`config.mk`:
```
export PLATFORM = sky130hd
export DESIGN_NAME = priority_semaphore_unit
export DESIGN_NICKNAME = d
export VERILOG_FILES = /design/src/psu_pkg.sv /design/src/priority_semaphore_unit.sv /design/src/psu_controller.sv /design/src/psu_datapath.sv
export SDC_FILE = /design/constraint.sdc
export NUM_CORES = 1
export LEC_CHECK = 0
export BUFFER_PORTS_ARGS = -buffer_cell sky130_fd_sc_hd__clkbuf_2
export CORE_ASPECT_RATIO = 1.75
export CORE_MARGIN = 2
export CORE_UTILIZATION = 57
export DETAILED_ROUTE_END_ITERATION = 16
export PLACE_DENSITY = 0.74
export SLEW_MARGIN = 20
export SYNTH_ARGS = -nofsm -noshare
export SYNTH_HDL_FRONTEND = slang
export SYNTH_SLANG_ARGS = --single-unit
```
`constraint.sdc`:
```
create_clock -name clk -period 7.35 [get_ports clk]
set_input_delay 1.47 -clock clk [delete_from_list [all_inputs] [get_ports clk]]
set_output_delay 1.47 -clock clk [all_outputs]
set_load 0.02 [all_outputs]
```
`src/psu_pkg.sv`:
```
// Shared types and constants for the priority semaphore unit.
// Used by psu_controller, psu_datapath and priority_semaphore_unit.
`timescale 1ns / 1ps
`default_nettype none

package psu_pkg;

  // Field widths of one command transaction and one result transaction.
  localparam int CMD_W       = 2;
  localparam int SEM_IDX_W   = 3;
  localparam int TASK_ID_W   = 4;
  localparam int PRIO_W      = 8;
  localparam int COUNT_W     = 8;
  localparam int STATUS_W    = 3;

  // Packing of the command tdata, lowest field first.
  localparam int SEM_LO      = 0;
  localparam int TASK_LO     = SEM_LO + SEM_IDX_W;
  localparam int PRIO_LO     = TASK_LO + TASK_ID_W;
  localparam int INITC_LO    = PRIO_LO + PRIO_W;
  localparam int IN_BITS     = INITC_LO + COUNT_W;
  localparam int IN_DATA_W   = ((IN_BITS + 7) / 8) * 8;
  localparam int IN_USER_W   = CMD_W;
  localparam int OUT_DATA_W  = 8;

  localparam int DEF_NUM_SEMS  = 8;
  localparam int DEF_NUM_TASKS = 16;

  typedef enum logic [CMD_W-1:0] {
    CMD_INIT_BIN = 2'd0,
    CMD_INIT_CNT = 2'd1,
    CMD_WAIT     = 2'd2,
    CMD_SIGNAL   = 2'd3
  } cmd_t;

  typedef enum logic [1:0] {
    KIND_NONE = 2'd0,
    KIND_BIN  = 2'd1,
    KIND_CNT  = 2'd2
  } sem_kind_t;

  typedef enum logic [STATUS_W-1:0] {
    ST_OK       = 3'd0,
    ST_QUEUED   = 3'd1,
    ST_RELEASED = 3'd2,
    ST_WOKE     = 3'd3,
    ST_UNINIT   = 3'd4,
    ST_ALREADY  = 3'd5,
    ST_OVER     = 3'd6
  } status_t;

  typedef enum logic [2:0] {
    S_IDLE,
    S_LOOKUP,
    S_DROP,
    S_WALK,
    S_INS_HEAD,
    S_INS_LINK,
    S_DEQ,
    S_RESP
  } fsm_state_t;

  // One datapath operation per cycle, issued by the controller.
  typedef enum logic [3:0] {
    OP_NONE,
    OP_ACCEPT,
    OP_LOOKUP,
    OP_DROP,
    OP_WALK,
    OP_INS_HEAD,
    OP_INS_LINK,
    OP_DEQ,
    OP_LOAD_OUT
  } dp_op_t;

  // What the lookup of a command decided to do next.
  typedef enum logic [2:0] {
    ACT_DONE,
    ACT_DROP,
    ACT_WALK,
    ACT_INSERT,
    ACT_DEQ
  } lookup_act_t;

  typedef struct packed {
    lookup_act_t act;
    logic        step_done;
    logic        need_link;
    logic        out_free;
  } dp_status_t;

endpackage

`default_nettype wire

```
`src/priority_semaphore_unit.sv`:
```
// Top level of the priority semaphore unit: controller plus datapath.
// Depends on psu_pkg, psu_controller and psu_datapath.
//
//   Port group   Dir  Contents
//   s_*          in   command transaction: tuser = command, tdata = semaphore and task fields
//   m_*          out  result transaction: status, woken flag, woken task
//
// Wait with queueing: bounded by the priority walk over the task link memory, one
// link per cycle. Init of a semaphore with waiters: the walk that clears the wait
// flags. A signal that wakes a task passes S_LOOKUP, S_DEQ and S_RESP; a wait queued
// on an empty list passes S_LOOKUP, S_INS_HEAD and S_RESP; other commands S_LOOKUP, S_RESP.
// Reset clears the semaphore valid bits and the wait flags at once; no clearing pass.
// A held result in the output register stalls only the end of the next command.
`timescale 1ns / 1ps
`default_nettype none

module priority_semaphore_unit #(
  parameter int NUM_SEMS  = psu_pkg::DEF_NUM_SEMS,
  parameter int NUM_TASKS = psu_pkg::DEF_NUM_TASKS
) (
  input  logic                            clk,
  input  logic                            rst,
  input  logic                            s_tvalid,
  output logic                            s_tready,
  // Fields from bit 0: sem_index, task_id, task_prio, initial_count, zero pad.
  input  logic [psu_pkg::IN_DATA_W-1:0]   s_tdata,
  // Fields from bit 0: command.
  input  logic [psu_pkg::IN_USER_W-1:0]   s_tuser,
  output logic                            m_tvalid,
  input  logic                            m_tready,
  // Fields from bit 0: status, woken_valid, woken_task.
  output logic [psu_pkg::OUT_DATA_W-1:0]  m_tdata
);
  import psu_pkg::*;

  dp_op_t     op;
  dp_status_t stat;

  psu_controller u_ctrl (
    .clk      (clk),
    .rst      (rst),
    .s_tvalid (s_tvalid),
    .s_tready (s_tready),
    .stat     (stat),
    .op       (op)
  );

  psu_datapath #(
    .NUM_SEMS  (NUM_SEMS),
    .NUM_TASKS (NUM_TASKS)
  ) u_dp (
    .clk      (clk),
    .rst      (rst),
    .op       (op),
    .stat     (stat),
    .s_tdata  (s_tdata),
    .s_tuser  (s_tuser),
    .m_tvalid (m_tvalid),
    .m_tready (m_tready),
    .m_tdata  (m_tdata)
  );

  // One command is in flight at a time.
  a_one_in_flight: assert property (@(posedge clk) disable iff (rst)
    (s_tvalid && s_tready) |=> !s_tready)
    else $error("new command accepted right after another");

  a_load_shows: assert property (@(posedge clk) disable iff (rst)
    (op == OP_LOAD_OUT) |=> m_tvalid)
    else $error("loaded result not presented");

  // The woken flag goes with the woke status and with no other.
  a_woken_flag: assert property (@(posedge clk) disable iff (rst)
    m_tvalid |-> (m_tdata[3] == (m_tdata[2:0] == ST_WOKE)))
    else $error("woken flag disagrees with status");

endmodule

`default_nettype wire

```
`src/psu_controller.sv`:
```
// Sequencing state machine of the priority semaphore unit.
// Depends on psu_pkg; drives one datapath operation per cycle.
`timescale 1ns / 1ps
`default_nettype none

module psu_controller (
  input  logic                   clk,
  input  logic                   rst,
  input  logic                   s_tvalid,
  output logic                   s_tready,
  input  psu_pkg::dp_status_t    stat,
  output psu_pkg::dp_op_t        op
);
  import psu_pkg::*;

  fsm_state_t state, state_next;

  always_ff @(posedge clk) begin
    if (rst) begin
      state <= S_IDLE;
    end else begin
      state <= state_next;
    end
  end

  always_comb begin
    state_next = state;
    unique case (state)
      S_IDLE: begin
        if (s_tvalid) state_next = S_LOOKUP;
      end
      S_LOOKUP: begin
        unique case (stat.act)
          ACT_DROP:   state_next = S_DROP;
          ACT_WALK:   state_next = S_WALK;
          ACT_INSERT: state_next = S_INS_HEAD;
          ACT_DEQ:    state_next = S_DEQ;
          default:    state_next = S_RESP;
        endcase
      end
      S_DROP: begin
        if (stat.step_done) state_next = S_RESP;
      end
      S_WALK: begin
        if (stat.step_done) state_next = S_INS_HEAD;
      end
      S_INS_HEAD: begin
        state_next = stat.need_link ? S_INS_LINK : S_RESP;
      end
      S_INS_LINK: state_next = S_RESP;
      S_DEQ:      state_next = S_RESP;
      S_RESP: begin
        if (stat.out_free) state_next = S_IDLE;
      end
      default:    state_next = S_IDLE;
    endcase
  end

  always_comb begin
    s_tready = 1'b0;
    op       = OP_NONE;
    unique case (state)
      S_IDLE: begin
        s_tready = 1'b1;
        if (s_tvalid) op = OP_ACCEPT;
      end
      S_LOOKUP:   op = OP_LOOKUP;
      S_DROP:     op = OP_DROP;
      S_WALK:     op = OP_WALK;
      S_INS_HEAD: op = OP_INS_HEAD;
      S_INS_LINK: op = OP_INS_LINK;
      S_DEQ:      op = OP_DEQ;
      S_RESP: begin
        if (stat.out_free) op = OP_LOAD_OUT;
      end
      default:    op = OP_NONE;
    endcase
  end

endmodule

`default_nettype wire

```
`src/psu_datapath.sv`:
```
// Semaphore table, per-task link and priority memories, wait flags and result register.
// Depends on psu_pkg; executes the operation chosen by psu_controller.
`timescale 1ns / 1ps
`default_nettype none

module psu_datapath #(
  parameter int NUM_SEMS  = psu_pkg::DEF_NUM_SEMS,
  parameter int NUM_TASKS = psu_pkg::DEF_NUM_TASKS
) (
  input  logic                            clk,
  input  logic                            rst,
  input  psu_pkg::dp_op_t                 op,
  output psu_pkg::dp_status_t             stat,
  input  logic [psu_pkg::IN_DATA_W-1:0]   s_tdata,
  input  logic [psu_pkg::IN_USER_W-1:0]   s_tuser,
  output logic                            m_tvalid,
  input  logic                            m_tready,
  output logic [psu_pkg::OUT_DATA_W-1:0]  m_tdata
);
  import psu_pkg::*;

  localparam int SW  = (NUM_SEMS > 1) ? $clog2(NUM_SEMS) : 1;
  localparam int TIW = $clog2(NUM_TASKS);
  localparam int LW  = $clog2(NUM_TASKS + 1);
  localparam logic [LW-1:0] NO_TASK   = LW'(NUM_TASKS);
  localparam logic [LW-1:0] LAST_STEP = LW'(NUM_TASKS - 1);

  // Unpacked command fields.
  cmd_t                 cmd_in;
  logic [SEM_IDX_W-1:0] sem_in;
  logic [TASK_ID_W-1:0] task_in;
  logic [SW-1:0]        s_wrap;
  logic [TIW-1:0]       t_wrap;

  // Command held for the duration of the transaction.
  cmd_t                 cmd_q;
  logic [SW-1:0]        s_q;
  logic [TIW-1:0]       t_q;
  logic [PRIO_W-1:0]    prio_q;
  logic [COUNT_W-1:0]   initc_q;

  // Semaphore table.
  sem_kind_t            kind_mem  [NUM_SEMS];
  logic [COUNT_W-1:0]   count_mem [NUM_SEMS];
  logic [COUNT_W-1:0]   max_mem   [NUM_SEMS];
  logic [LW-1:0]        head_mem  [NUM_SEMS];
  logic [NUM_SEMS-1:0]  sem_valid;
  sem_kind_t            kind_rd;
  logic [COUNT_W-1:0]   count_rd;
  logic [COUNT_W-1:0]   max_rd;
  logic [LW-1:0]        head_rd;
  sem_kind_t            kind_e;
  logic [COUNT_W-1:0]   count_e;
  logic [COUNT_W-1:0]   max_e;
  logic [LW-1:0]        head_e;

  logic                 sem_we;
  sem_kind_t            sem_wkind;
  logic [COUNT_W-1:0]   sem_wcount;
  logic [COUNT_W-1:0]   sem_wmax;
  logic [LW-1:0]        sem_whead;

  // Per-task tables.
  logic [LW-1:0]        link_mem [NUM_TASKS];
  logic [PRIO_W-1:0]    prio_mem [NUM_TASKS];
  logic [LW-1:0]        link_rd;
  logic [PRIO_W-1:0]    prio_rd;
  logic [TIW-1:0]       task_raddr;
  logic                 link_we;
  logic [TIW-1:0]       link_waddr;
  logic [LW-1:0]        link_wdata;
  logic                 prio_we;
  logic [NUM_TASKS-1:0] waiting;

  // List walk registers.
  logic [LW-1:0]        cur;
  logic [LW-1:0]        prev;
  logic [LW-1:0]        steps;
  logic [LW-1:0]        nxt;
  logic                 walk_end;

  status_t              lk_status;
  status_t              res_status;
  logic                 res_wv;
  logic [TASK_ID_W-1:0] res_wt;

  logic                 kind_ok;
  logic                 empty;
  logic                 over;
  sem_kind_t            init_kind;
  logic [COUNT_W-1:0]   init_count;

  assign cmd_in  = cmd_t'(s_tuser);
  assign sem_in  = s_tdata[SEM_LO +: SEM_IDX_W];
  assign task_in = s_tdata[TASK_LO +: TASK_ID_W];

  // Index wrap by a small constant table.
  always_comb begin
    s_wrap = '0;
    for (int i = 0; i < (1 << SEM_IDX_W); i++) begin
      if (sem_in == SEM_IDX_W'(i)) s_wrap = SW'(i % NUM_SEMS);
    end
  end

  always_comb begin
    t_wrap = '0;
    for (int i = 0; i < (1 << TASK_ID_W); i++) begin
      if (task_in == TASK_ID_W'(i)) t_wrap = TIW'(i % NUM_TASKS);
    end
  end

  always_ff @(posedge clk) begin
    if (op == OP_ACCEPT) begin
      cmd_q   <= cmd_in;
      s_q     <= s_wrap;
      t_q     <= t_wrap;
      prio_q  <= s_tdata[PRIO_LO +: PRIO_W];
      initc_q <= s_tdata[INITC_LO +: COUNT_W];
    end
  end

  // Semaphore table: read once per transaction, written at most once per cycle.
  always_ff @(posedge clk) begin
    if (sem_we) begin
      kind_mem[s_q]  <= sem_wkind;
      count_mem[s_q] <= sem_wcount;
      max_mem[s_q]   <= sem_wmax;
      head_mem[s_q]  <= sem_whead;
    end
    if (op == OP_ACCEPT) begin
      kind_rd  <= kind_mem[s_wrap];
      count_rd <= count_mem[s_wrap];
      max_rd   <= max_mem[s_wrap];
      head_rd  <= head_mem[s_wrap];
    end
  end

  // An entry never written since reset reads as uninitialized with an empty queue.
  assign kind_e  = sem_valid[s_q] ? kind_rd  : KIND_NONE;
  assign count_e = sem_valid[s_q] ? count_rd : '0;
  assign max_e   = sem_valid[s_q] ? max_rd   : '0;
  assign head_e  = sem_valid[s_q] ? head_rd  : NO_TASK;

  // The walk reads the entry that the previous read pointed to.
  assign task_raddr = (op == OP_LOOKUP) ? head_e[TIW-1:0] : link_rd[TIW-1:0];

  always_ff @(posedge clk) begin
    if (link_we) link_mem[link_waddr] <= link_wdata;
    if (prio_we) prio_mem[t_q] <= prio_q;
    link_rd <= link_mem[task_raddr];
    prio_rd <= prio_mem[task_raddr];
  end

  assign kind_ok    = (kind_e == KIND_BIN) || (kind_e == KIND_CNT);
  assign empty      = (head_e >= NO_TASK);
  assign over       = (kind_e == KIND_BIN) ? (count_e != '0)
                                           : (empty && (count_e == max_e));
  assign init_kind  = (cmd_q == CMD_INIT_BIN) ? KIND_BIN : KIND_CNT;
  assign init_count = (cmd_q == CMD_INIT_BIN) ? COUNT_W'(1) : initc_q;
  assign nxt        = link_rd;
  assign walk_end   = (steps == LAST_STEP) || (nxt >= NO_TASK);

  always_comb begin
    stat.act       = ACT_DONE;
    stat.step_done = 1'b0;
    stat.need_link = (prev < NO_TASK);
    stat.out_free  = !m_tvalid || m_tready;
    lk_status      = ST_OK;
    sem_we         = 1'b0;
    sem_wkind      = kind_e;
    sem_wcount     = count_e;
    sem_wmax       = max_e;
    sem_whead      = head_e;
    link_we        = 1'b0;
    link_waddr     = t_q;
    link_wdata     = cur;
    prio_we        = 1'b0;
    unique case (op)
      OP_LOOKUP: begin
        unique case (cmd_q) inside
          CMD_INIT_BIN, CMD_INIT_CNT: begin
            if (!empty) begin
              stat.act = ACT_DROP;
            end else begin
              sem_we     = 1'b1;
              sem_wkind  = init_kind;
              sem_wcount = init_count;
              sem_wmax   = init_count;
              sem_whead  = NO_TASK;
            end
          end
          CMD_WAIT: begin
            if (!kind_ok) begin
              lk_status = ST_UNINIT;
            end else if (count_e != '0) begin
              sem_we     = 1'b1;
              sem_wcount = count_e - COUNT_W'(1);
            end else if (waiting[t_q]) begin
              lk_status = ST_ALREADY;
            end else begin
              lk_status = ST_QUEUED;
              stat.act  = empty ? ACT_INSERT : ACT_WALK;
            end
          end
          default: begin
            if (!kind_ok) begin
              lk_status = ST_UNINIT;
            end else if (over) begin
              lk_status = ST_OVER;
            end else if (!empty) begin
              lk_status = ST_WOKE;
              stat.act  = ACT_DEQ;
            end else begin
              lk_status  = ST_RELEASED;
              sem_we     = 1'b1;
              sem_wcount = (kind_e == KIND_BIN) ? COUNT_W'(1) : count_e + COUNT_W'(1);
            end
          end
        endcase
      end
      OP_DROP: begin
        stat.step_done = walk_end;
        if (walk_end) begin
          sem_we     = 1'b1;
          sem_wkind  = init_kind;
          sem_wcount = init_count;
          sem_wmax   = init_count;
          sem_whead  = NO_TASK;
        end
      end
      OP_WALK: begin
        stat.step_done = (prio_rd < prio_q) || walk_end;
      end
      OP_INS_HEAD: begin
        link_we = 1'b1;
        prio_we = 1'b1;
        if (prev >= NO_TASK) begin
          sem_we    = 1'b1;
          sem_whead = LW'(t_q);
        end
      end
      OP_INS_LINK: begin
        link_we    = 1'b1;
        link_waddr = prev[TIW-1:0];
        link_wdata = LW'(t_q);
      end
      OP_DEQ: begin
        sem_we    = 1'b1;
        sem_whead = (nxt >= NO_TASK) ? NO_TASK : nxt;
      end
      default: ;
    endcase
  end

  always_ff @(posedge clk) begin
    case (op)
      OP_LOOKUP: begin
        cur        <= head_e;
        prev       <= NO_TASK;
        steps      <= '0;
        res_status <= lk_status;
        res_wv     <= 1'b0;
        res_wt     <= '0;
      end
      OP_DROP: begin
        cur   <= nxt;
        steps <= steps + LW'(1);
      end
      OP_WALK: begin
        // Stay on the first waiter of lower priority; otherwise move one link on.
        if (!(prio_rd < prio_q)) begin
          prev  <= cur;
          cur   <= (nxt >= NO_TASK) ? NO_TASK : nxt;
          steps <= steps + LW'(1);
        end
      end
      OP_DEQ: begin
        res_wv <= 1'b1;
        res_wt <= TASK_ID_W'(cur);
      end
      default: ;
    endcase
  end

  always_ff @(posedge clk) begin
    if (rst) begin
      waiting   <= '0;
      sem_valid <= '0;
      m_tvalid  <= 1'b0;
    end else begin
      if (sem_we) sem_valid[s_q] <= 1'b1;
      case (op)
        OP_DROP:     waiting[cur[TIW-1:0]] <= 1'b0;
        OP_INS_HEAD: waiting[t_q] <= 1'b1;
        OP_DEQ:      waiting[cur[TIW-1:0]] <= 1'b0;
        default: ;
      endcase
      if (op == OP_LOAD_OUT) begin
        m_tvalid <= 1'b1;
      end else if (m_tready) begin
        m_tvalid <= 1'b0;
      end
    end
  end

  always_ff @(posedge clk) begin
    if (op == OP_LOAD_OUT) m_tdata <= {res_wt, res_wv, res_status};
  end

endmodule

`default_nettype wire
```
After elaboration in Yosys (flattened, before gate mapping)
Memories as Yosys holds them, arrays and structs flattened. A register that Yosys moved wholly into a read port is not among the register bits.
Index checks and enable logic that the tools add are counted.

storage, ports and cells
  register bits after elaboration = 84
  RAM bits = 392
  output and inout port bits = 10
  memories = 6

memory list
  memory          words  width  rd ports  clocked after memory_dff  write ports  RTL line            text
  u_dp.prio_mem   16     8      1         1                         1            psu_datapath.sv:65  logic [PRIO_W-1:0] prio_mem [NUM_TASKS];
  u_dp.link_mem   16     5      1         1                         1            psu_datapath.sv:64  logic [LW-1:0] link_mem [NUM_TASKS];
  u_dp.count_mem  8      8      1         1                         1            psu_datapath.sv:44  logic [COUNT_W-1:0] count_mem [NUM_SEMS];
  u_dp.max_mem    8      8      1         1                         1            psu_datapath.sv:45  logic [COUNT_W-1:0] max_mem [NUM_SEMS];
  u_dp.head_mem   8      5      1         1                         1            psu_datapath.sv:46  logic [LW-1:0] head_mem [NUM_SEMS];
  u_dp.kind_mem   8      2      1         1                         1            psu_datapath.sv:43  sem_kind_t kind_mem [NUM_SEMS];

cells by class
  add/subtract/negate cells = 3
  order comparisons = 11
  eq/ne operators = 52
  multiplexer cells = 122
  bitwise operators = 4
  reductions and logical operators = 27

operator list
  operator                                                               count
  8-bit 2-to-1 mux                                                       14
  3-bit 2-to-1 mux                                                       26
  5-bit 2-to-1 mux                                                       10
  8-bit case mux with 2 select lines                                     3
  4-bit equality test, second input constant                             9
  4-bit 2-to-1 mux                                                       9
  4-bit by 3-bit equality test with 1-bit output, second input constant  8
  16-bit case mux with 2 select lines                                    1
  4-bit case mux with 8 select lines                                     1
  1-bit 2-to-1 mux                                                       31
  5-bit case mux with 3 select lines                                     2
  3-bit equality test, second input constant                             9
  3-bit case mux with 7 select lines                                     1
  5-bit case mux with 4 select lines                                     1
  3-bit by 2-bit equality test with 1-bit output, second input constant  6
  16-bit AND                                                             1
  4-bit by 2-bit equality test with 1-bit output, second input constant  4
  2-bit 2-to-1 mux                                                       8
  16-bit inverter                                                        1
  16-bit bitwise OR                                                      1
  5-bit >= comparator, second input constant                             3
  3-bit case mux with 2 select lines                                     2
  3-bit case mux with 4 select lines                                     1
  4-bit by 5-bit < comparator with 1-bit output, second input constant   2
  38 further kinds                                                       65

Longest topological paths before layout
Gate-level depths: netlist of run 1.

  depth in word-level cells = 15
  gate-level depth with buffers = 19
  mapped depth without buffers = 13

Cells and area by module
Synthesis of run 1 repeated with hierarchy kept, for this count alone.

second synthesis, totals
  cell total of the unflattened synthesis = 1,431
  area, all modules = 21,613.2 µm²

by module, submodules not included
  module          instances  cells each  area an instance (µm²)  seq. area each (µm²)
  psu_datapath    1          1,393       21,317.9                14,904.3
  psu_controller  1          38          295.3                   60.1

Worst setup path after synthesis of run 1
OpenSTA, ideal clock, no wires.

  kind = input -> register
  from = input s_tvalid
  to = register u_dp.cmd_q[0] (enable)
  setup time = 0.573 ns
  arrival = 6.725 ns
  data required time = 6.777 ns
  slack = 0.052 ns
  stages on the path = 4
  buffers on the path = 1
  cell sequence = nor3b_1 -> nor2_1 -> clkbuf_1 -> nor4_1

on the way
  word-level cells in the longest chain between the ends = 3

RTL lines
  element                                         RTL line                       text
  start, declared                                 priority_semaphore_unit.sv:23  input logic s_tvalid,
  1-bit 2-to-1 mux                                psu_controller.sv:65           if (s_tvalid) op = OP_ACCEPT;
  4-bit case mux with 8 select lines              psu_controller.sv:62           unique case (state)
  4-bit by 1-bit equality test with 1-bit output  psu_datapath.sv:113            if (op == OP_ACCEPT) begin
  end signal, assigned                            psu_datapath.sv:114            cmd_q <= cmd_in;
  end, declared                                   psu_datapath.sv:36             cmd_t cmd_q;

No other way between the ends.
A chain may end at the register's enable or synchronous reset.

Worst setup path after layout of run 1
  from = register u_dp.s_q[0]
  to = memory u_dp.count_mem[7][3] (data pin)

on the way
  word-level cells in the longest chain between the ends = 10

RTL lines
  element                                                         RTL line                                  text
  start, declared                                                 psu_datapath.sv:37                        logic [SW-1:0] s_q;
  start signal, assigned                                          psu_datapath.sv:115                       s_q <= s_wrap;
  1-bit binary-select mux with 3-bit select (*)                   --
  1-bit 2-to-1 mux (not written as such) (*)                      --
  8-bit 2-to-1 mux (tied with other cells)                        psu_datapath.sv:140                       assign count_e = sem_valid[s_q] ? count_rd : '0;
  8-bit by 1-bit adder with 8-bit output (tied with other cells)  psu_datapath.sv:216                       sem_wcount = (kind_e == KIND_BIN) ? COUNT_W'(1) : count_e + COUNT_W'(1);
  8-bit 2-to-1 mux or 1-bit logical AND (tied branches)           psu_datapath.sv:216, psu_datapath.sv:157
  8-bit 2-to-1 mux or 1-bit 2-to-1 mux (tied branches)            psu_datapath.sv:210, psu_datapath.sv:156
  8-bit 2-to-1 mux                                                psu_datapath.sv:208                       end else if (over) begin
  8-bit 2-to-1 mux                                                psu_datapath.sv:206                       if (!kind_ok) begin
  8-bit case mux with 2 select lines                              psu_datapath.sv:180                       unique case (cmd_q) inside
  8-bit case mux with 2 select lines (*)                          psu_datapath.sv:178                       unique case (op)
  via u_dp.sem_wcount[3]                                          psu_datapath.sv:59                        logic [COUNT_W-1:0] sem_wcount;
  end, declared                                                   psu_datapath.sv:44

The timed path passes the listed nets; every way through them passes the cells marked *. The select of a mux whose other input is x is not followed.

==> results of run 1 <==
[state kept, by name, indices dropped and copies added (netlist names), 16 cells and up]
| signal | cells |
|---|---|
| u_dp.count_mem | 64 |
| u_dp.head_mem | 40 |
| u_dp.kind_mem | 16 |
| u_dp.link_mem | 80 |
| u_dp.max_mem | 64 |
| u_dp.prio_mem | 128 |
| u_dp.waiting | 16 |
[cell usage after synthesis, drive strengths merged, types with 26 or more instances]
library cell | number | share of area
a21oi | 43 | 0.0099
mux2 | 26 | 0.014
inv | 48 | 0.0083
dfxtp | 41 | 0.038
o21ai | 51 | 0.012
mux2i | 108 | 0.050
edfxtp | 471 | 0.65
nand2 | 87 | 0.015
clkbuf | 51 | 0.0088
o22ai | 62 | 0.018
buf | 33 | 0.0079
nor2 | 68 | 0.012
mux4 | 50 | 0.052
[kinds of logic after synthesis]
kind of cell	Yosys count
AND/OR/NAND/NOR	305
AO/OA/AOI/OAI	265
adder cells (fa/ha/maj)	17
multiplexers	184
buffers and inverters	132
flip-flops	512
XOR/XNOR	12
[per-stage QoR]
stage	hold WS, ps	power (W)	cells	instance area [um^2]	setup slack, ps
after floorplan	400.3	0.006498	1427	21650	52.16
after detailed placement	404.5	0.007629	1885	22380	1911
after global routing	424.0	0.01019	1963	23730	1650
final	416.3	0.009817	1963	23730	1777
after global placement	404.9	0.007512	1884	22350	1949
after CTS	418.8	0.009814	1963	23720	1914
[power by group]
group          internal [W]  switching (W)
sequential          0.00406       0.000452
clock               0.00122       0.000993
combinational       0.00103        0.00206
[final timing paths]
| check | start | endpoint | slack [ps] | cells after the start |
|---|---|---|---|---|
| max | u_dp.s_q[0] | u_dp.count_mem[7][3] | 1780 | 14 |
| min | u_dp.res_wt[1] | u_dp.m_tdata[5] | 420 | 0 |
| max reg2reg | u_dp.s_q[0] | u_dp.count_mem[7][3] | 1780 | 14 |
| min reg2reg | u_dp.res_wt[1] | u_dp.m_tdata[5] | 420 | 0 |
[layout make-up]
type	count	area (um^2)
clock buffer	59	1156
clock inverter	19	185.2
fill	2660	13790
inverter	48	180.2
multi-input combinational	783	6236
sequential	512	14960
tap	480	600.6
timing repair buffer	62	405.4
[per-layer routing]
layer | part of all wire | vias to the layer above
met5 | 0 | -
met4 | 0.068 | 0
met3 | 0.046 | 189
met2 | 0.55 | 534
met1 | 0.34 | 6317
li1 | - | 5631
==> run_results.csv, run 1 <==
group,metric,value,unit
clocking,cts_tree,"done",
layout,nNetsFinal,1497,
layout,final_common_cell,"edfxtp_1",
logic_synthesis,netlist_area,21650,um^2
logic_synthesis,synth_compound_area_frac,0.08271,
setup_path,worstSetupPathType,"flip-flop to flip-flop",
logic_synthesis,synth_ff_type,"edfxtp_1",
floorplanning,dieArea,39610,um^2
floorplanning,core,37520,um^2
clocking,numCtsBuffers,43,
logic_synthesis,synthSimpleGateAreaFrac,0.07081,
logic_synthesis,yosysUniqueCellTypes,76,
timing,relSlewSlack,0.2469,
global_route,grt_max_degree,75,
global_route,grt_pass1_vias,12895,
global_route,grt_pass1_wl,75820,um
global_route,use_met1,0.2842,
layout,fin_util,0.6324,
routing,ant_nets,0,
routing,vias_per_cell,6.455,
floorplanning,pin_count,40,
logic_synthesis,synth_xor_area_frac,0.004855,
logic_synthesis,synth_fp_nets,1474,
floorplanning,rows,94,
layout,area_delta_synth_final,9.612,%
layout,drive_gt1_frac,0.1571,
logic_synthesis,yosys_warnings,0,
clocking,clock_latency,560,ps
setup_path,crit_path_end_kind,"flip-flop",
setup_path,crit_chain,"or3b_1, a32oi_2, o21ai_2, buf_4, nand2_1, inv_1, ha_1, inv_1, nand2_1, nor4_1, nor2_1, and2_1, o211a_1, o21ai_0",
clocking,clkSinkCount,512,
run,drv_cap,0,
logic_synthesis,synth_edf_count,471,
clocking,post_cts_resized,0,
routing,drt-total-wl,50490,um
power_and_ir_drop,peakVddDrop,365.1,uV
routing,drt_iter0_markers,1001,
logic_synthesis,ys_ff_latch,512,
global_route,gr-total-overflow,0,
logic_synthesis,synthAdderAreaFrac,0.009826,
placement,port_buffers,38,
clocking,clk_pin_slew,70,ps
global_route,antenna_found_initial,0,
logic_synthesis,synth_top_family_by_area,"multiplexers",
timing,setup_tns,0,ps
global_route,grtUsageMet3,0.03090,
timing,tightest_slew,1120,ps
setup_path,crit_buf_inv,3,
clocking,cts-root-buf,"clkbuf_16",
clocking,cts_max_level,2,
logic_synthesis,ys_seq_area_frac,0.6913,
global_route,met2_usage,0.4867,
setup_path,critPathSlowestCell,"o21ai_0",
floorplanning,die_h,261.8,um
timing,setup_viol,0,
timing,max_freq,179.5,MHz
power_and_ir_drop,power_density,413.7,nW/um^2
setup_path,cp-start-kind,"flip-flop",
clocking,ctsHoldBuffers,0,
timing,fin_skew,13.36,ps
routing,vias,12671,
floorplanning,die_w,151.3,um
outcome,outcome,"finished, final reports clean",
timing,finalCritPeriodShare,0.7582,
timing,final_hold_viol_count,0,
layout,n_antenna_cell,0,
clocking,cts_setup_buffers,0,
setup_path,crit_arrival,5780,ps
logic_synthesis,syn_avg_cell_area,15.17,um^2
layout,layout_common_cells,"471 x edfxtp_1, 108 x mux2i_1, 87 x nand2_1",
setup_path,critPathTopFamily,"simple AND/OR/NAND/NOR gates",
global_route,grtUsageTotal,0.2631,
timing,slew_violations,0,
logic_synthesis,async_flop_share,0,
logic_synthesis,netlist_instances,1427,
timing,rsz0062_at_grt,"false",
placement,gp_congestion,0.9570,
logic_synthesis,synth_mux_area_frac,0.1155,
hold_path,hold_class,"flip-flop to flip-flop",
placement,dp_hpwl,34170,um
clocking,cts_buffer_depth,3,
setup_path,slowest_delay,780,ps
setup_path,crit_required,7560,ps
routing,firstDrtPassIters,5,
setup_path,cp_max_fo,35,
timing,layout_min_cycle_time,5573,ps
power_and_ir_drop,p_leak,7.987,nW
global_route,grt_busiest_layer,"met2",
floorplanning,start_util,0.5770,
routing,wl_per_cell,25.72,um
routing,drc,0,
Note: power is estimated with default switching activity, not from simulation.
==> run 2: changes to the inputs <==
- ABC_AREA: default -> 1
- PLACE_DENSITY: 0.74 -> 0.71
- clock period: 7.35 -> 5.57 ns (I/O delays scaled with it)
==> run 2 against run 1 <==
Effect of this change: synthesized cell count grew 43%; die area increased by 3.1%; global-route usage down 1.0 points; power is 35% higher; cell area rose by 3.3%; sequential share of layout area is 2.0 points lower; sequential cell count unchanged; critical endpoint is now u_dp.count_mem[1][5]; highest routed layer unchanged.
==> run_results.csv, run 2 <==
group,metric,value,unit
layout,nNetsFinal,2113,
power_and_ir_drop,p_int,0.008251,W
timing,layout_setup_ws,1482,ps
run,drv_cap,0,
logic_synthesis,synth_fp_nets,2088,
logic_synthesis,ys_ff_latch,512,
power_and_ir_drop,clkPwrFrac,0.235,
routing,firstDrtPassIters,5,
layout,regMostFlops,"u_dp.prio_mem",
timing,fin_skew,21.55,ps
setup_path,crit_arrival,4300,ps
logic_synthesis,yosysUniqueCellTypes,48,
setup_path,crit_required,5780,ps
timing,final_hold_viol_count,0,
logic_synthesis,async_flop_share,0,
global_route,met2_usage,0.4787,
timing,setup_tns,0,ps
floorplanning,die_h,265.8,um
clocking,cts_setup_buffers,0,
power_and_ir_drop,pwr-share-seq,0.423,
floorplanning,core,38510,um^2
timing,slew_violations,0,
setup_path,crit_path_end_kind,"flip-flop",
placement,dp_hpwl,34220,um
routing,drc,0,
layout,top_regs,"u_dp.prio_mem (128), u_dp.link_mem (80)",
floorplanning,rows,95,
timing,finalCritPeriodShare,0.7339,
logic_synthesis,synth_top_area_cell,"edfxtp_1",
floorplanning,start_util,0.5797,
placement,gp_congestion,0.9983,
outcome,outcome,"finished, final reports clean",
logic_synthesis,yosys_warnings,0,
global_route,grt_pass1_wl,80720,um
global_route,grt_max_degree,97,
power_and_ir_drop,switching_share,0.3796,
logic_synthesis,synth_edf_count,471,
layout,drive_gt1_frac,0.08710,
power_and_ir_drop,switchingPower,0.005049,W
routing,ant_nets,0,
placement,port_buffers,38,
setup_path,r2r_setup_slack,1480,ps
layout,final_common_cell,"edfxtp_1",
global_route,grt_busiest_layer,"met2",
logic_synthesis,synth_top_area_share,0.6335,
setup_path,ff2ff_path_depth,20,
clocking,clock_latency,570,ps
logic_synthesis,synth.most_common_cell,"edfxtp_1",
routing,drt-total-wl,52370,um
clocking,cts_tree,"done",
logic_synthesis,netlist_instances,2041,
routing,drt_iter0_markers,1390,
clocking,numCtsBuffers,44,
routing,vias_per_cell,5.949,
power_and_ir_drop,p_leak,8.894,nW
floorplanning,dieArea,40830,um^2
clocking,cts-root-buf,"clkbuf_16",
clocking,post_cts_resized,0,
setup_path,cp-start-kind,"flip-flop",
logic_synthesis,netlist_top_cells_count,"471 x edfxtp_1, 278 x nor2_1, 248 x o21ai_0",
logic_synthesis,yosys-top-cells-area,"edfxtp_1 63%, o21ai_0 5.6%, nor2_1 4.7%",
layout,n_antenna_cell,0,
clocking,clk_pin_slew,60,ps
layout,area_delta_synth_final,9.746,%
clocking,cts_max_level,2,
timing,max_freq,244.6,MHz
clocking,ctsHoldBuffers,0,
timing,hold_slack,419.7,ps
timing,rsz0062_at_grt,"false",
timing,setup_viol,0,
placement,place_ws,1460,ps
global_route,grt_pass1_vias,15162,
logic_synthesis,netlist_area,22330,um^2
layout,largest_reg_flops,128,
power_and_ir_drop,power_density,542.9,nW/um^2
logic_synthesis,ys_seq_area_frac,0.6703,
layout,layout_common_cells,"471 x edfxtp_1, 276 x nor2_1, 247 x o21ai_0",
timing,relSlewSlack,0.2227,
logic_synthesis,syn_avg_cell_area,10.94,um^2
floorplanning,die_w,153.6,um
setup_path,worstSetupPathType,"flip-flop to flip-flop",
global_route,gr-total-overflow,0,
setup_path,cp_max_fo,23,
routing,vias,15385,
timing,tightest_slew,1162,ps
global_route,grtUsageTotal,0.2532,
routing,wl_per_cell,20.25,um
clocking,clkSinkCount,512,
global_route,grtUsageMet3,0.02912,
global_route,antenna_found_initial,0,
floorplanning,pin_count,40,
logic_synthesis,synth_ff_type,"edfxtp_1",
power_and_ir_drop,peakVddDrop,417.3,uV
global_route,use_met1,0.2836,
hold_path,holdPathStages,0,
timing,layout_min_cycle_time,4088,ps
hold_path,hold_class,"flip-flop to flip-flop",
power_and_ir_drop,share_comb_of_total_power,0.343,
clocking,cts_buffer_depth,3,
-- run 2: cell types whose count changed after synthesis, moves of 73 or more --
| cell | change |
|---|---|
| mux2i_1 | -108 |
| o21ai_0 | +198 |
| inv_1 | +138 |
| nor2_1 | +210 |
| nand3_1 | +73 |
| a21oi_1 | +91 |
| nand2_1 | +135 |
-- run 2: power groups by stage --
stage	logic [W]	clock network [W]	registers (W)
CTS	0.00453	0.00317	0.00561
floorplan	0.00324	0	0.00555
global route	0.00504	0.00331	0.00567
detailed placement	0.00451	0	0.00569
global placement	0.00440	0	0.00567
finish	0.00456	0.00312	0.00562
-- run 2: cells by family after synthesis --
family          Yosys count  synth area share
flops                   512            0.6703
simple gates            644            0.1194
buf+inv                 301           0.05571
compound gates          562            0.1431
fa+ha+maj                17          0.009527
xor+xnor                  5          0.001961
-- run 2: area by class of cell --
cell class              count  area [um^2]
flip-flops and latches    512        14960
clock buffers              58         1216
multi-input cells        1228         6165
well taps                 485        606.8
inverters                 198        743.2
repair buffers             82        545.5
clock inverters            23        260.3
fillers                  2971        14010
-- run 2: worst paths after layout --
check / from / endpoint
min reg2reg: u_dp.res_status[2] / u_dp.m_tdata[2]
min: u_dp.res_status[2] / u_dp.m_tdata[2]
max reg2reg: u_dp.s_q[1] / u_dp.count_mem[1][5]
max: u_dp.s_q[1] / u_dp.count_mem[1][5]
-- run 2: metal layers --
metal	routed length, um	part of all wire
met1	18940	0.36
met2	28420	0.54
met3	2863	0.055
met4	2145	0.041
met5	0	0
-- run 2: per-stage QoR --
| step | util | instance area [um^2] | power [W] | instances |
|---|---|---|---|---|
| after CTS | 0.6361 | 24500 | 0.01331 | 2586 |
| after global routing | 0.6362 | 24500 | 0.01401 | 2586 |
| after floorplan | - | 22330 | 0.008787 | 2041 |
| after global placement | 0.5977 | 23020 | 0.01007 | 2505 |
| after detailed placement | 0.5978 | 23020 | 0.01020 | 2505 |
| final | 0.6362 | 24500 | 0.01330 | 2586 |
-- run 2: critical path: stages, from the launching register on --
cell and delay, ps:
edfxtp_1 510, nor2_1 220, nand3_1 100, nand2_1 80, nor2_1 40, nand2_1 470, buf_4 360, nand2_1 160
ha_1 220, nand3_1 70, inv_1 50, nand2_1 90, nor2_1 110, o21ai_0 180, nand3_1 90, inv_1 60
nand2_1 90, nand2_2 180, nand2_1 120, inv_1 100, buf_4 380
